[src/rtl/gzhp_pkg.sv]
package gzhp_pkg;

  localparam logic [1:0] KIND_ENTRY  = 2'd0;
  localparam logic [1:0] KIND_ACCEPT = 2'd1;
  localparam logic [1:0] KIND_REJECT = 2'd2;

  localparam logic [2:0] ST_OK        = 3'd0;
  localparam logic [2:0] ST_BAD_MAGIC = 3'd1;
  localparam logic [2:0] ST_BAD_METH  = 3'd2;
  localparam logic [2:0] ST_BAD_EXTRA = 3'd3;
  localparam logic [2:0] ST_BAD_RA    = 3'd4;
  localparam logic [2:0] ST_TRUNC     = 3'd5;

  localparam logic [7:0] MAGIC_ID1   = 8'h1f;
  localparam logic [7:0] MAGIC_ID2   = 8'h8b;
  localparam logic [7:0] METHOD_DEFL = 8'h08;
  localparam logic [7:0] ID_R        = 8'h52;
  localparam logic [7:0] ID_A        = 8'h41;

  localparam int unsigned FLG_HCRC    = 1;
  localparam int unsigned FLG_EXTRA   = 2;
  localparam int unsigned FLG_NAME    = 3;
  localparam int unsigned FLG_COMMENT = 4;

  typedef struct packed {
    logic [1:0]  kind;
    logic [2:0]  status;
    logic [14:0] entry_index;
    logic [15:0] entry_size;
    logic [31:0] entry_offset;
    logic [31:0] header_length;
    logic [31:0] modified_time;
    logic [15:0] uncompressed_chunk_length;
    logic [14:0] chunk_total;
  } res_t;

  typedef struct packed {
    logic [1:0] cnt;
    res_t       r0;
    res_t       r1;
  } push_t;

endpackage

[src/rtl/gzhp_if.sv]
interface gzhp_in_if;
  logic       valid;
  logic       ready;
  logic [7:0] data_byte;
  logic       end_of_input;

  modport source (output valid, output data_byte, output end_of_input, input ready);
  modport sink   (input valid, input data_byte, input end_of_input, output ready);
endinterface

interface gzhp_out_if;
  logic        valid;
  logic        ready;
  logic [1:0]  kind;
  logic [2:0]  status;
  logic [14:0] entry_index;
  logic [15:0] entry_size;
  logic [31:0] entry_offset;
  logic [31:0] header_length;
  logic [31:0] modified_time;
  logic [15:0] uncompressed_chunk_length;
  logic [14:0] chunk_total;

  modport source (
    output valid, output kind, output status, output entry_index, output entry_size,
    output entry_offset, output header_length, output modified_time,
    output uncompressed_chunk_length, output chunk_total, input ready
  );
  modport sink (
    input valid, input kind, input status, input entry_index, input entry_size,
    input entry_offset, input header_length, input modified_time,
    input uncompressed_chunk_length, input chunk_total, output ready
  );
endinterface

[src/rtl/gzip_header_parser_with_chunk_index_unit.sv]
// a byte is registered at the input, and its results are then written into the result queue
// one byte per cycle unless stalled; at most two results follow a byte (entry, then verdict)
// the input stage stalls only when the four-deep result queue has fewer than two free slots
// reset (rst_ni low, asynchronous) returns the parser to the first magic byte, clears all
// counters and captured fields, and empties the result queue
module gzip_header_parser_with_chunk_index_unit (
  input  logic        clk_i,
  input  logic        rst_ni,
  gzhp_in_if.sink     in_i,
  gzhp_out_if.source  out_o
);

  gzhp_pkg::push_t push;
  logic            room;

  gzhp_parser u_parser (
    .clk_i  (clk_i),
    .rst_ni (rst_ni),
    .in_i   (in_i),
    .room_i (room),
    .push_o (push)
  );

  gzhp_res_queue u_queue (
    .clk_i  (clk_i),
    .rst_ni (rst_ni),
    .push_i (push),
    .room_o (room),
    .out_o  (out_o)
  );

endmodule

[src/rtl/gzhp_parser.sv]
module gzhp_parser (
  input  logic              clk_i,
  input  logic              rst_ni,
  gzhp_in_if.sink           in_i,
  input  logic              room_i,
  output gzhp_pkg::push_t   push_o
);

  localparam logic [3:0] PH_MAGIC1  = 4'd0;
  localparam logic [3:0] PH_MAGIC2  = 4'd1;
  localparam logic [3:0] PH_METHOD  = 4'd2;
  localparam logic [3:0] PH_FLAGS   = 4'd3;
  localparam logic [3:0] PH_MTIME   = 4'd4;
  localparam logic [3:0] PH_XFLOS   = 4'd5;
  localparam logic [3:0] PH_XLEN    = 4'd6;
  localparam logic [3:0] PH_SUBHDR  = 4'd7;
  localparam logic [3:0] PH_RAHDR   = 4'd8;
  localparam logic [3:0] PH_RACHUNK = 4'd9;
  localparam logic [3:0] PH_SKIP    = 4'd10;
  localparam logic [3:0] PH_NAME    = 4'd11;
  localparam logic [3:0] PH_COMMENT = 4'd12;
  localparam logic [3:0] PH_HCRC    = 4'd13;
  localparam logic [3:0] PH_DONE    = 4'd14;

  logic        in_vld_q;
  logic [7:0]  in_byte_q;
  logic        in_eoi_q;
  logic        take;

  logic [3:0]  phase_q, phase_d;
  logic [2:0]  pos_q, pos_d;
  logic [4:0]  flags_q, flags_d;
  logic [15:0] extra_q, extra_d;
  logic [15:0] sub_q, sub_d;
  logic [7:0]  id_q, id_d;
  logic [7:0]  hold_q, hold_d;
  logic [15:0] ra_ver_q, ra_ver_d;
  logic [31:0] length_q, length_d;
  logic [31:0] time_q, time_d;
  logic [15:0] clen_q, clen_d;
  logic [14:0] ccnt_q, ccnt_d;
  logic [14:0] entry_q, entry_d;
  logic [31:0] off_q, off_d;

  logic [15:0] word_v;
  logic        go_xnext, go_sec, rej;
  logic [2:0]  sec_from;
  logic [2:0]  rej_code;
  logic [1:0]  res_cnt;
  gzhp_pkg::res_t res0, res1, res_new;

  assign take        = in_vld_q && room_i;
  assign in_i.ready  = !in_vld_q || room_i;
  assign word_v      = {in_byte_q, hold_q};

  always_ff @(posedge clk_i or negedge rst_ni) begin
    if (!rst_ni) begin
      in_vld_q <= 1'b0;
    end else if (in_i.ready) begin
      in_vld_q <= in_i.valid;
    end
  end

  always_ff @(posedge clk_i) begin
    if (in_i.ready && in_i.valid) begin
      in_byte_q <= in_i.data_byte;
      in_eoi_q  <= in_i.end_of_input;
    end
  end

  always_comb begin
    phase_d  = phase_q;
    pos_d    = pos_q;
    flags_d  = flags_q;
    extra_d  = extra_q;
    sub_d    = sub_q;
    id_d     = id_q;
    hold_d   = hold_q;
    ra_ver_d = ra_ver_q;
    length_d = length_q;
    time_d   = time_q;
    clen_d   = clen_q;
    ccnt_d   = ccnt_q;
    entry_d  = entry_q;
    off_d    = off_q;
    go_xnext = 1'b0;
    go_sec   = 1'b0;
    sec_from = 3'd0;
    rej      = 1'b0;
    rej_code = gzhp_pkg::ST_OK;
    res_cnt  = 2'd0;
    res0     = '0;
    res1     = '0;
    res_new  = '0;

    if (take && phase_q != PH_DONE) begin
      if (in_eoi_q) begin
        rej      = 1'b1;
        rej_code = gzhp_pkg::ST_TRUNC;
      end else begin
        if (length_q != 32'hffff_ffff) begin
          length_d = length_q + 32'd1;
        end
        case (phase_q)
          PH_MAGIC1: begin
            if (in_byte_q != gzhp_pkg::MAGIC_ID1) begin
              rej = 1'b1; rej_code = gzhp_pkg::ST_BAD_MAGIC;
            end else begin
              phase_d = PH_MAGIC2;
            end
          end
          PH_MAGIC2: begin
            if (in_byte_q != gzhp_pkg::MAGIC_ID2) begin
              rej = 1'b1; rej_code = gzhp_pkg::ST_BAD_MAGIC;
            end else begin
              phase_d = PH_METHOD;
            end
          end
          PH_METHOD: begin
            if (in_byte_q != gzhp_pkg::METHOD_DEFL) begin
              rej = 1'b1; rej_code = gzhp_pkg::ST_BAD_METH;
            end else begin
              phase_d = PH_FLAGS;
            end
          end
          PH_FLAGS: begin
            if (in_byte_q[7:5] != 3'd0) begin
              rej = 1'b1; rej_code = gzhp_pkg::ST_BAD_METH;
            end else begin
              flags_d = in_byte_q[4:0];
              phase_d = PH_MTIME;
              pos_d   = 3'd0;
            end
          end
          PH_MTIME: begin
            if (pos_q == 3'd0) begin
              time_d = {24'd0, in_byte_q};
            end else begin
              time_d = time_q | ({24'd0, in_byte_q} << {pos_q[1:0], 3'b000});
            end
            if (pos_q >= 3'd3) begin
              phase_d = PH_XFLOS;
              pos_d   = 3'd0;
            end else begin
              pos_d = pos_q + 3'd1;
            end
          end
          PH_XFLOS: begin
            if (pos_q == 3'd0) begin
              pos_d = 3'd1;
            end else begin
              go_sec = 1'b1; sec_from = 3'd0;
            end
          end
          PH_XLEN: begin
            if (pos_q == 3'd0) begin
              hold_d = in_byte_q;
              pos_d  = 3'd1;
            end else begin
              extra_d  = word_v;
              go_xnext = 1'b1;
            end
          end
          PH_SUBHDR: begin
            extra_d = extra_q - 16'd1;
            pos_d   = pos_q + 3'd1;
            case (pos_q)
              3'd0: id_d = in_byte_q;
              3'd1: id_d = (id_q == gzhp_pkg::ID_R && in_byte_q == gzhp_pkg::ID_A) ? 8'd1 : 8'd0;
              3'd2: hold_d = in_byte_q;
              default: begin
                pos_d = 3'd0;
                if (word_v > extra_d) begin
                  rej = 1'b1; rej_code = gzhp_pkg::ST_BAD_EXTRA;
                end else begin
                  sub_d = word_v;
                  if (id_q == 8'd1) begin
                    if (word_v < 16'd6) begin
                      rej = 1'b1; rej_code = gzhp_pkg::ST_BAD_RA;
                    end else begin
                      phase_d  = PH_RAHDR;
                      ra_ver_d = 16'd0;
                      entry_d  = 15'd0;
                      off_d    = 32'd0;
                    end
                  end else if (word_v == 16'd0) begin
                    go_xnext = 1'b1;
                  end else begin
                    phase_d = PH_SKIP;
                  end
                end
              end
            endcase
          end
          PH_SKIP: begin
            extra_d = extra_q - 16'd1;
            sub_d   = sub_q - 16'd1;
            if (sub_d == 16'd0) begin
              go_xnext = 1'b1;
            end
          end
          PH_RAHDR: begin
            extra_d = extra_q - 16'd1;
            sub_d   = sub_q - 16'd1;
            pos_d   = pos_q + 3'd1;
            case (pos_q)
              3'd0: ra_ver_d = {8'd0, in_byte_q};
              3'd1: ra_ver_d = {in_byte_q, ra_ver_q[7:0]};
              3'd2: clen_d = {8'd0, in_byte_q};
              3'd3: clen_d = {in_byte_q, clen_q[7:0]};
              3'd4: hold_d = in_byte_q;
              default: begin
                pos_d = 3'd0;
                if (ra_ver_q != 16'd1 || {word_v, 1'b0} != {1'b0, sub_d}) begin
                  rej = 1'b1; rej_code = gzhp_pkg::ST_BAD_RA;
                end else begin
                  ccnt_d = word_v[14:0];
                  if (word_v == 16'd0) begin
                    go_xnext = 1'b1;
                  end else begin
                    phase_d = PH_RACHUNK;
                  end
                end
              end
            endcase
          end
          PH_RACHUNK: begin
            extra_d = extra_q - 16'd1;
            sub_d   = sub_q - 16'd1;
            if (pos_q == 3'd0) begin
              hold_d = in_byte_q;
              pos_d  = 3'd1;
            end else begin
              res0.kind         = gzhp_pkg::KIND_ENTRY;
              res0.status       = gzhp_pkg::ST_OK;
              res0.entry_index  = entry_q;
              res0.entry_size   = word_v;
              res0.entry_offset = off_q;
              res_cnt = 2'd1;
              off_d   = off_q + {16'd0, word_v};
              entry_d = entry_q + 15'd1;
              pos_d   = 3'd0;
              if (sub_d == 16'd0) begin
                go_xnext = 1'b1;
              end
            end
          end
          PH_NAME: begin
            if (in_byte_q == 8'd0) begin
              go_sec = 1'b1; sec_from = 3'd2;
            end
          end
          PH_COMMENT: begin
            if (in_byte_q == 8'd0) begin
              go_sec = 1'b1; sec_from = 3'd3;
            end
          end
          PH_HCRC: begin
            if (pos_q == 3'd0) begin
              pos_d = 3'd1;
            end else begin
              go_sec = 1'b1; sec_from = 3'd4;
            end
          end
          default: phase_d = PH_DONE;
        endcase
      end
    end

    if (go_xnext) begin
      if (extra_d == 16'd0) begin
        go_sec = 1'b1; sec_from = 3'd1;
      end else if (extra_d < 16'd4) begin
        rej = 1'b1; rej_code = gzhp_pkg::ST_BAD_EXTRA;
      end else begin
        phase_d = PH_SUBHDR;
        pos_d   = 3'd0;
      end
    end

    if (go_sec) begin
      pos_d = 3'd0;
      if (sec_from == 3'd0 && flags_q[gzhp_pkg::FLG_EXTRA]) begin
        phase_d = PH_XLEN;
      end else if (sec_from <= 3'd1 && flags_q[gzhp_pkg::FLG_NAME]) begin
        phase_d = PH_NAME;
      end else if (sec_from <= 3'd2 && flags_q[gzhp_pkg::FLG_COMMENT]) begin
        phase_d = PH_COMMENT;
      end else if (sec_from <= 3'd3 && flags_q[gzhp_pkg::FLG_HCRC]) begin
        phase_d = PH_HCRC;
      end else begin
        res_new.kind                      = gzhp_pkg::KIND_ACCEPT;
        res_new.status                    = gzhp_pkg::ST_OK;
        res_new.header_length             = length_d;
        res_new.modified_time             = time_d;
        res_new.uncompressed_chunk_length = clen_d;
        res_new.chunk_total               = ccnt_d;
        phase_d = PH_DONE;
      end
    end

    if (rej) begin
      res_new        = '0;
      res_new.kind   = gzhp_pkg::KIND_REJECT;
      res_new.status = rej_code;
      phase_d        = PH_DONE;
    end

    if (rej || (go_sec && phase_d == PH_DONE)) begin
      if (res_cnt == 2'd0) begin
        res0 = res_new;
      end else begin
        res1 = res_new;
      end
      res_cnt = res_cnt + 2'd1;
    end
  end

  assign push_o.cnt = res_cnt;
  assign push_o.r0  = res0;
  assign push_o.r1  = res1;

  always_ff @(posedge clk_i or negedge rst_ni) begin
    if (!rst_ni) begin
      phase_q  <= PH_MAGIC1;
      pos_q    <= 3'd0;
      flags_q  <= 5'd0;
      extra_q  <= 16'd0;
      sub_q    <= 16'd0;
      id_q     <= 8'd0;
      hold_q   <= 8'd0;
      ra_ver_q <= 16'd0;
      length_q <= 32'd0;
      time_q   <= 32'd0;
      clen_q   <= 16'd0;
      ccnt_q   <= 15'd0;
      entry_q  <= 15'd0;
      off_q    <= 32'd0;
    end else begin
      phase_q  <= phase_d;
      pos_q    <= pos_d;
      flags_q  <= flags_d;
      extra_q  <= extra_d;
      sub_q    <= sub_d;
      id_q     <= id_d;
      hold_q   <= hold_d;
      ra_ver_q <= ra_ver_d;
      length_q <= length_d;
      time_q   <= time_d;
      clen_q   <= clen_d;
      ccnt_q   <= ccnt_d;
      entry_q  <= entry_d;
      off_q    <= off_d;
    end
  end

endmodule

[src/rtl/gzhp_res_queue.sv]
module gzhp_res_queue (
  input  logic              clk_i,
  input  logic              rst_ni,
  input  gzhp_pkg::push_t   push_i,
  output logic              room_o,
  gzhp_out_if.source        out_o
);

  localparam int unsigned Depth = 4;
  localparam int unsigned PtrW  = $clog2(Depth);

  gzhp_pkg::res_t        slot_q [Depth];
  logic [PtrW-1:0]       wptr_q, wptr_d;
  logic [PtrW-1:0]       rptr_q, rptr_d;
  logic [PtrW:0]         count_q, count_d;
  logic [PtrW-1:0]       wptr_nx;
  logic                  pop;
  gzhp_pkg::res_t        head;

  assign pop     = out_o.valid && out_o.ready;
  assign room_o  = count_q <= (PtrW+1)'(Depth - 2);
  assign wptr_nx = wptr_q + PtrW'(1);
  assign wptr_d  = wptr_q + PtrW'(push_i.cnt);
  assign rptr_d  = rptr_q + PtrW'(pop);
  assign count_d = count_q + (PtrW+1)'(push_i.cnt) - (PtrW+1)'(pop);

  always_ff @(posedge clk_i) begin
    if (push_i.cnt != 2'd0) begin
      slot_q[wptr_q] <= push_i.r0;
    end
    if (push_i.cnt == 2'd2) begin
      slot_q[wptr_nx] <= push_i.r1;
    end
  end

  always_ff @(posedge clk_i or negedge rst_ni) begin
    if (!rst_ni) begin
      wptr_q  <= '0;
      rptr_q  <= '0;
      count_q <= '0;
    end else begin
      wptr_q  <= wptr_d;
      rptr_q  <= rptr_d;
      count_q <= count_d;
    end
  end

  assign head                          = slot_q[rptr_q];
  assign out_o.valid                   = count_q != '0;
  assign out_o.kind                    = head.kind;
  assign out_o.status                  = head.status;
  assign out_o.entry_index             = head.entry_index;
  assign out_o.entry_size              = head.entry_size;
  assign out_o.entry_offset            = head.entry_offset;
  assign out_o.header_length           = head.header_length;
  assign out_o.modified_time           = head.modified_time;
  assign out_o.uncompressed_chunk_length = head.uncompressed_chunk_length;
  assign out_o.chunk_total             = head.chunk_total;

endmodule

[src/flat_wrapper.sv]
// flat-port wrapper written by rule: the top's interface ports become plain ports
module gzip_header_parser_with_chunk_index_unit_flat 
  (clk_i, rst_ni, in_i_valid, in_i_data_byte, in_i_end_of_input, in_i_ready, out_o_valid, out_o_kind, out_o_status, out_o_entry_index, out_o_entry_size, out_o_entry_offset, out_o_header_length, out_o_modified_time, out_o_uncompressed_chunk_length, out_o_chunk_total, out_o_ready);
  gzhp_in_if in_i_i ();
  gzhp_out_if out_o_i ();
  input  logic clk_i;
  input  logic rst_ni;
  input wire logic [$bits(in_i_i.valid)-1:0] in_i_valid;
  input wire logic [$bits(in_i_i.data_byte)-1:0] in_i_data_byte;
  input wire logic [$bits(in_i_i.end_of_input)-1:0] in_i_end_of_input;
  output wire logic [$bits(in_i_i.ready)-1:0] in_i_ready;
  output wire logic [$bits(out_o_i.valid)-1:0] out_o_valid;
  output wire logic [$bits(out_o_i.kind)-1:0] out_o_kind;
  output wire logic [$bits(out_o_i.status)-1:0] out_o_status;
  output wire logic [$bits(out_o_i.entry_index)-1:0] out_o_entry_index;
  output wire logic [$bits(out_o_i.entry_size)-1:0] out_o_entry_size;
  output wire logic [$bits(out_o_i.entry_offset)-1:0] out_o_entry_offset;
  output wire logic [$bits(out_o_i.header_length)-1:0] out_o_header_length;
  output wire logic [$bits(out_o_i.modified_time)-1:0] out_o_modified_time;
  output wire logic [$bits(out_o_i.uncompressed_chunk_length)-1:0] out_o_uncompressed_chunk_length;
  output wire logic [$bits(out_o_i.chunk_total)-1:0] out_o_chunk_total;
  input wire logic [$bits(out_o_i.ready)-1:0] out_o_ready;
  assign in_i_i.valid = in_i_valid;
  assign in_i_i.data_byte = in_i_data_byte;
  assign in_i_i.end_of_input = in_i_end_of_input;
  assign in_i_ready = in_i_i.ready;
  assign out_o_valid = out_o_i.valid;
  assign out_o_kind = out_o_i.kind;
  assign out_o_status = out_o_i.status;
  assign out_o_entry_index = out_o_i.entry_index;
  assign out_o_entry_size = out_o_i.entry_size;
  assign out_o_entry_offset = out_o_i.entry_offset;
  assign out_o_header_length = out_o_i.header_length;
  assign out_o_modified_time = out_o_i.modified_time;
  assign out_o_uncompressed_chunk_length = out_o_i.uncompressed_chunk_length;
  assign out_o_chunk_total = out_o_i.chunk_total;
  assign out_o_i.ready = out_o_ready;
  gzip_header_parser_with_chunk_index_unit u_core (.clk_i(clk_i), .rst_ni(rst_ni), .in_i(in_i_i), .out_o(out_o_i));
endmodule
[config.mk]
export PLATFORM = sky130hd
export DESIGN_NAME = gzip_header_parser_with_chunk_index_unit_flat
export DESIGN_NICKNAME = d
export VERILOG_FILES = /design/src/rtl/gzhp_pkg.sv /design/src/rtl/gzhp_if.sv /design/src/rtl/gzip_header_parser_with_chunk_index_unit.sv /design/src/rtl/gzhp_parser.sv /design/src/rtl/gzhp_res_queue.sv /design/src/flat_wrapper.sv
export SDC_FILE = /design/constraint.sdc
export NUM_CORES = 2
export LEC_CHECK = 0
export ABC_AREA = 1
export ABC_CLOCK_PERIOD_IN_PS = 9000
export BUFFER_PORTS_ARGS = -buffer_cell sky130_fd_sc_hd__buf_2
export CORE_MARGIN = 4
export CORE_UTILIZATION = 40
export DETAILED_ROUTE_END_ITERATION = 12
export PLACE_DENSITY = 0.61
export SETUP_SLACK_MARGIN = 0.1
export SYNTH_ARGS = -nofsm -noshare
export SYNTH_HDL_FRONTEND = slang
export SYNTH_SLANG_ARGS = --single-unit
[constraint.sdc]
create_clock -name clk_i -period 9 [get_ports clk_i]
set_input_delay 1.8 -clock clk_i [delete_from_list [all_inputs] [get_ports clk_i]]
set_output_delay 1.8 -clock clk_i [all_outputs]
set_load 0.1 [all_outputs]
; ---- After elaboration in Yosys (flattened, before gate mapping)
; Memory sizes are Yosys's and may differ from the RTL's.
; Cells that the tools add are included.
; W data, S select, Z words.
[totals]
reg_bits = 235
mem_bits_rw = 652
input_bits = 13
out_inout_bits = 165
word_cells = 303
n_memories = 1
[classes]
add_sub_neg = 12
magnitude_cmp = 8
eq_ne = 40
n_shift = 1
n_mux = 171
bitwise = 3
n_reduce_logical = 46
[mem_list]
columns = memory, depth, word_bits, read_ports, rd_clocked_by_memory_dff, wr, line
row1 = u_core.u_queue.slot_q, 4, 163, 1, 0, 2, gzhp_res_queue.sv:12  ; gzhp_pkg::res_t slot_q [Depth];
[op_table]
columns = op, n
row1 = $mux W163, 5
row2 = $mux W95, 5
row3 = $mux W32, 12
row4 = $mux W63, 4
row5 = $mux W16, 12
row6 = $pmux W16 S2, 5
row7 = $mux W15, 10
row8 = $mux W4, 26
row9 = $mux W3, 28
row10 = $pmux W32 S2, 1
row11 = $logic_not A16 Y1, 3
row12 = $mux W1, 43
row13 = $pmux W3 S6, 2
row14 = $add A32 B1 Y32 const B, 1
row15 = $add A32 B16 Y32, 1
row16 = $lt A16 B3 Y1 const B, 2
row17 = $ne A32 B32 Y1 const B, 1
row18 = $or A32 B32 Y32, 1
row19 = $pmux W4 S8, 1
row20 = $shl A8 B5 Y32, 1
row21 = $sub A16 B1 Y16 const B, 2
row22 = $pmux W15 S2, 1
row23 = $eq A4 B4 Y1 const B, 7
row24 = $mux W8, 3
row25 = 56 further kinds, 104

; ---- Logic depth before layout (Yosys ltp)
[depth]
depth_word = 24
ltp_mapped = 33
depth_no_buf = 32

; ---- Cells and area by module
; From an unflattened synthesis, not the netlist that was laid out.
[unflattened]
cells_unflattened = 5737
area_unflattened_um2 = 47678.2
[by_module_without_submodules]
columns = mod, n_inst, cells_per_inst, area_each_um2, seq_area_each_um2
row1 = gzhp_res_queue, 1, 3412, 31963.2, 19753.9
row2 = gzhp_parser, 1, 2325, 15715.1, 5725.5

; ---- Worst setup path before layout
; OpenSTA, ideal clock, no wires.
[synth_timing]
path_kind = reg-to-reg
from = register u_core.u_parser.extra_q[0]
to = memory u_core.u_queue.slot_q[3][0] in the netlist's numbering, enable pin
setup_time_ps = 503
arrival_time_ps = 7133
t_required_ps = 8497
slack_ps = 1364
stages_incl_launch_ff = 27
n_path_buf = 2
period_less_slack_ps = 7636
cell_sequence = dfrtp_1 inv_1 ha_1 inv_1 nor2_1 nand2_1 nand2_1 nand2_1 ha_1 nand2_1 nor4_1 nand3_1 nand2_1 nand2_1 nor2_1 nor2_1 nand2_1 nand3_2 a21oi_4 nand2_1 nand2_1 inv_1 ha_1 nor3_1 or2_2 clkbuf_1 buf_1
[synth_rtl]
columns = item, line
row1 = start: declaration, gzhp_parser.sv:33  ; logic [15:0] extra_q, extra_d;
row2 = start signal: assignment, gzhp_parser.sv:343  ; extra_q <= extra_d;
row3 = end: declaration, gzhp_res_queue.sv:12

==> metrics.yaml <==
status:
  outcome: "completed"
worst_setup_path:
  critical_path.most_common_cell: "nand2_1"
  cp-startpoint: "u_core.u_parser.pos_q[1]"
  crit_family: "simple AND/OR/NAND/NOR gates"
  crit_buf_inv: 5
  path_max_fanout: 53
  required_ns: 9.51
  path_class: "reg -> reg"
  endpoint_kind: "flip-flop"
  crit_path_top_delay_cell: "nand4_4"
  max_stage_delay_ns: 0.97
  critPathLaunchType: "flip-flop"
  crit_chain: "inv_1, ha_1, nand2_1, inv_2, nand2_1, inv_1, a21oi_1, nand2_1, a21oi_1, nand2_1, nor2_1, nand2_1, nor2_1, nand3_2, a21oi_4, nand2_1, nand2_1, inv_1, ha_1, nor3_1, nand4_4, buf_4, a21oi_1"
  cp.arrival_ns: 7.53
  r2r-start: "u_core.u_parser.pos_q[1]"
sta:
  fin_setup_tns_ns: 0
  report.final.slew_viol_count: 0
  relSlewSlack_pct: 21.8
  fmax_mhz: 142
  rsz0062_at_grt: "no"
  finalHoldViolCount: 0
  setup_violations: 0
  worst_pin_slew_ns: 1.17
  fin_skew_ns: 0.0465
  period_share_pct: 78.0
  layout_min_cycle_time_ns: 7.02
floorplan:
  dieHeight_um: 330
  rows: 117
  dieWidth_um: 330
  start_util_pct: 40.5
  core-area_um2: 102000
  io_pins: 178
  dieArea_um2: 109000
finish:
  drive_above_1_share_pct: 9.58
  finalNonFillerCells: 6203
  layout_common_cells: "a21oi_1 (656), inv_1 (587), nand2_1 (571)"
  utilization_pct: 45.6
  final_nets: 4816
  final_common_cell: "a21oi_1"
  area_growth_pct: 12.4
cts:
  postCtsSetupBuffers: 0
  htree_levels: 3
  ctsResizeCount: 0
  cts_tree: "done"
  clk_latency_ns: 0.71
  clkTransAtPathRegs_ns: 0.06
  cts_hold_buffers: 0
  cts_inserted_buffers: 96
  cts_root_buf: "clkbuf_16"
  cts_buffer_depth: 3
  clock_sinks: 886
synthesis:
  synth_cells: 4718
  synth_flop_cell: "edfxtp_1"
  synth-async-reset-ratio_pct: 25.4
  synth_fp_nets: 4782
  synth.top_cell.area_share_pct: 29.6
  yosysTopAreaCell: "edfxtp_1"
  ys_top_cells_by_area: "edfxtp_1 (30%), dfrtp_1 (14%), dfxtp_1 (12%)"
  syn_area_um2: 41500
  synth_area_per_cell_um2: 8.79
  ys_seq_area_share_pct: 55.3
  ys_types: 59
  synth-edff-count: 409
  ys_seq_elements: 886
  synth-warning-count: 0
pwr:
  p_leak_nw: 18.8
  ir_drop_mv: 0.484
  p_total_mw: 19.3
  powerDensity_nw_per_um2: 413
placed_design:
  dpl.cell_count: 6022
  place.gp.congestion: 0.964
  dp_hpwl_mm: 77.9
  io_buffers: 177
global_routing:
  grt_pass1_vias: 33100
  grt_pass1_wl_mm: 199
  antenna_found_initial: 1
  track_usage_pct: 23.3
  grt_max_degree: 198
  grt_overflow_total: 0
hold_path:
  hp-start: "u_core.u_queue.slot_q[2][154]"
  hold_class: "reg -> reg"
drt:
  wire_per_inst_um: 20.9
  vias: 34800
  routed_wl_mm: 130
  via_per_inst: 5.60
  drc_errors: 0
  first_pass_iters: 6
  drtIter0Drc: 3654
  ant_nets: 0
job:
  cap_viol_max_count: 0
==> layer usage <==
metal	track usage [%]	wire length [µm]	vias to the layer above
li1	-	-	16300
met1	32.5	56900	17000
met2	37.6	60100	1276
met3	4.03	9450	195
met4	6.56	3450	0
met5	0	0	-
==> where the power goes <==
part | switching, mW | leakage [nW] | internal (mW)
logic | 7.89 | 8.25 | 1.84
registers | 0.493 | 8.94 | 5.02
clock network | 1.69 | 1.59 | 2.34
==> cell families (layout without fill, tap and decap cells) <==
| kind of cell | count (synthesis) | after routing | share of synthesized area [%] |
|---|---|---|---|
| AOI/OAI and AO/OA | 1529 | 1529 | 20.2 |
| xor gates and xnor gates | 43 | 43 | 0.908 |
| adders and majority gates | 51 | 51 | 1.57 |
| buffers and inverters | 919 | 1035 | 8.69 |
| DFF | 886 | 886 | 55.3 |
| other | 0 | 1 | 0 |
| and+or+nand+nor | 1290 | 1290 | 13.3 |
==> layout make-up <==
type | instances | area (µm²)
Fill cell | 9833 | 55700
Sequential cell | 886 | 23000
Multi-Input combinational cell | 2913 | 15000
Clock buffer | 135 | 2700
Inverter | 616 | 2330
Tap cell | 1368 | 1710
Timing Repair Buffer | 239 | 1420
Clock inverter | 45 | 543
Antenna cell | 1 | 2.50
==> sequential cells by signal, summed over array words and instances (netlist names), 2 cells and up <==
| signal | count |
|---|---|
| u_core.u_queue.slot_q | 652 |
| u_core.u_parser.length_q | 32 |
| u_core.u_parser.off_q | 32 |
| u_core.u_parser.time_q | 32 |
| u_core.u_parser.clen_q | 16 |
| u_core.u_parser.extra_q | 16 |
| u_core.u_parser.ra_ver_q | 16 |
| u_core.u_parser.sub_q | 16 |
| u_core.u_parser.ccnt_q | 15 |
| u_core.u_parser.entry_q | 15 |
| u_core.u_parser.hold_q | 8 |
| u_core.u_parser.id_q | 8 |
| u_core.u_parser.in_byte_q | 8 |
| u_core.u_parser.flags_q | 4 |
| u_core.u_parser.phase_q | 4 |
| u_core.u_parser.pos_q | 3 |
| u_core.u_queue.count_q | 3 |
| u_core.u_queue.rptr_q | 2 |
| u_core.u_queue.wptr_q | 2 |
==> worst paths after layout <==
check | depth (start not counted) | end | slack (ns)
setup / recovery | 23 | u_core.u_queue.slot_q[3][80] | 1.98
max in group asynchronous | 2 | u_core.u_queue.rptr_q[0] | 6.52
min in group asynchronous | 1 | u_core.u_parser.clen_q[6] | 1.11
hold / removal | 2 | u_core.u_queue.slot_q[2][154] | 0.47
setup reg to reg | 23 | u_core.u_queue.slot_q[3][80] | 1.98
hold reg to reg | 2 | u_core.u_queue.slot_q[2][154] | 0.47
==> worst reg2reg max path, cell delays in order, from the launching register on <==
cell,delay [ns]
dfrtp_1,0.89
inv_1,0.43
ha_1,0.33
nand2_1,0.32
inv_2,0.12
nand2_1,0.18
inv_1,0.10
a21oi_1,0.16
nand2_1,0.07
a21oi_1,0.18
nand2_1,0.07
nor2_1,0.17
nand2_1,0.08
nor2_1,0.13
nand3_2,0.17
a21oi_4,0.51
nand2_1,0.10
nand2_1,0.13
inv_1,0.05
ha_1,0.23
nor3_1,0.62
nand4_4,0.97
buf_4,0.62
a21oi_1,0.23
==> cells in the mapped netlist, types with 11 or more instances <==
master	count
o31ai_1	12
edfxtp_1	409
nor2_1	422
inv_1	588
o22ai_1	363
nand4_1	41
nand2_1	571
a21oi_1	656
buf_1	15
ha_1	49
buf_6	12
nor3_1	51
dfxtp_1	252
o21ai_0	415
xnor2_1	11
o211ai_1	22
nor4_1	25
dfrtp_1	225
clkbuf_1	237
xor2_1	32
nand3_1	139
inv_2	23
buf_2	33
==> stage by stage <==
| step | cell area (µm²) | hold slack (ns) | setup WS, ns |
|---|---|---|---|
| after CTS | 46600 | 0.472 | 2.05 |
| after global routing | 46600 | 0.486 | 1.46 |
| after floorplan | 41500 | 0.446 | 1.36 |
| after detailed placement | 43400 | 0.463 | 2.11 |
| after global placement | 43400 | 0.458 | 2.30 |
| final | 46600 | 0.468 | 1.98 |
Power figures use the tool's default switching activity.
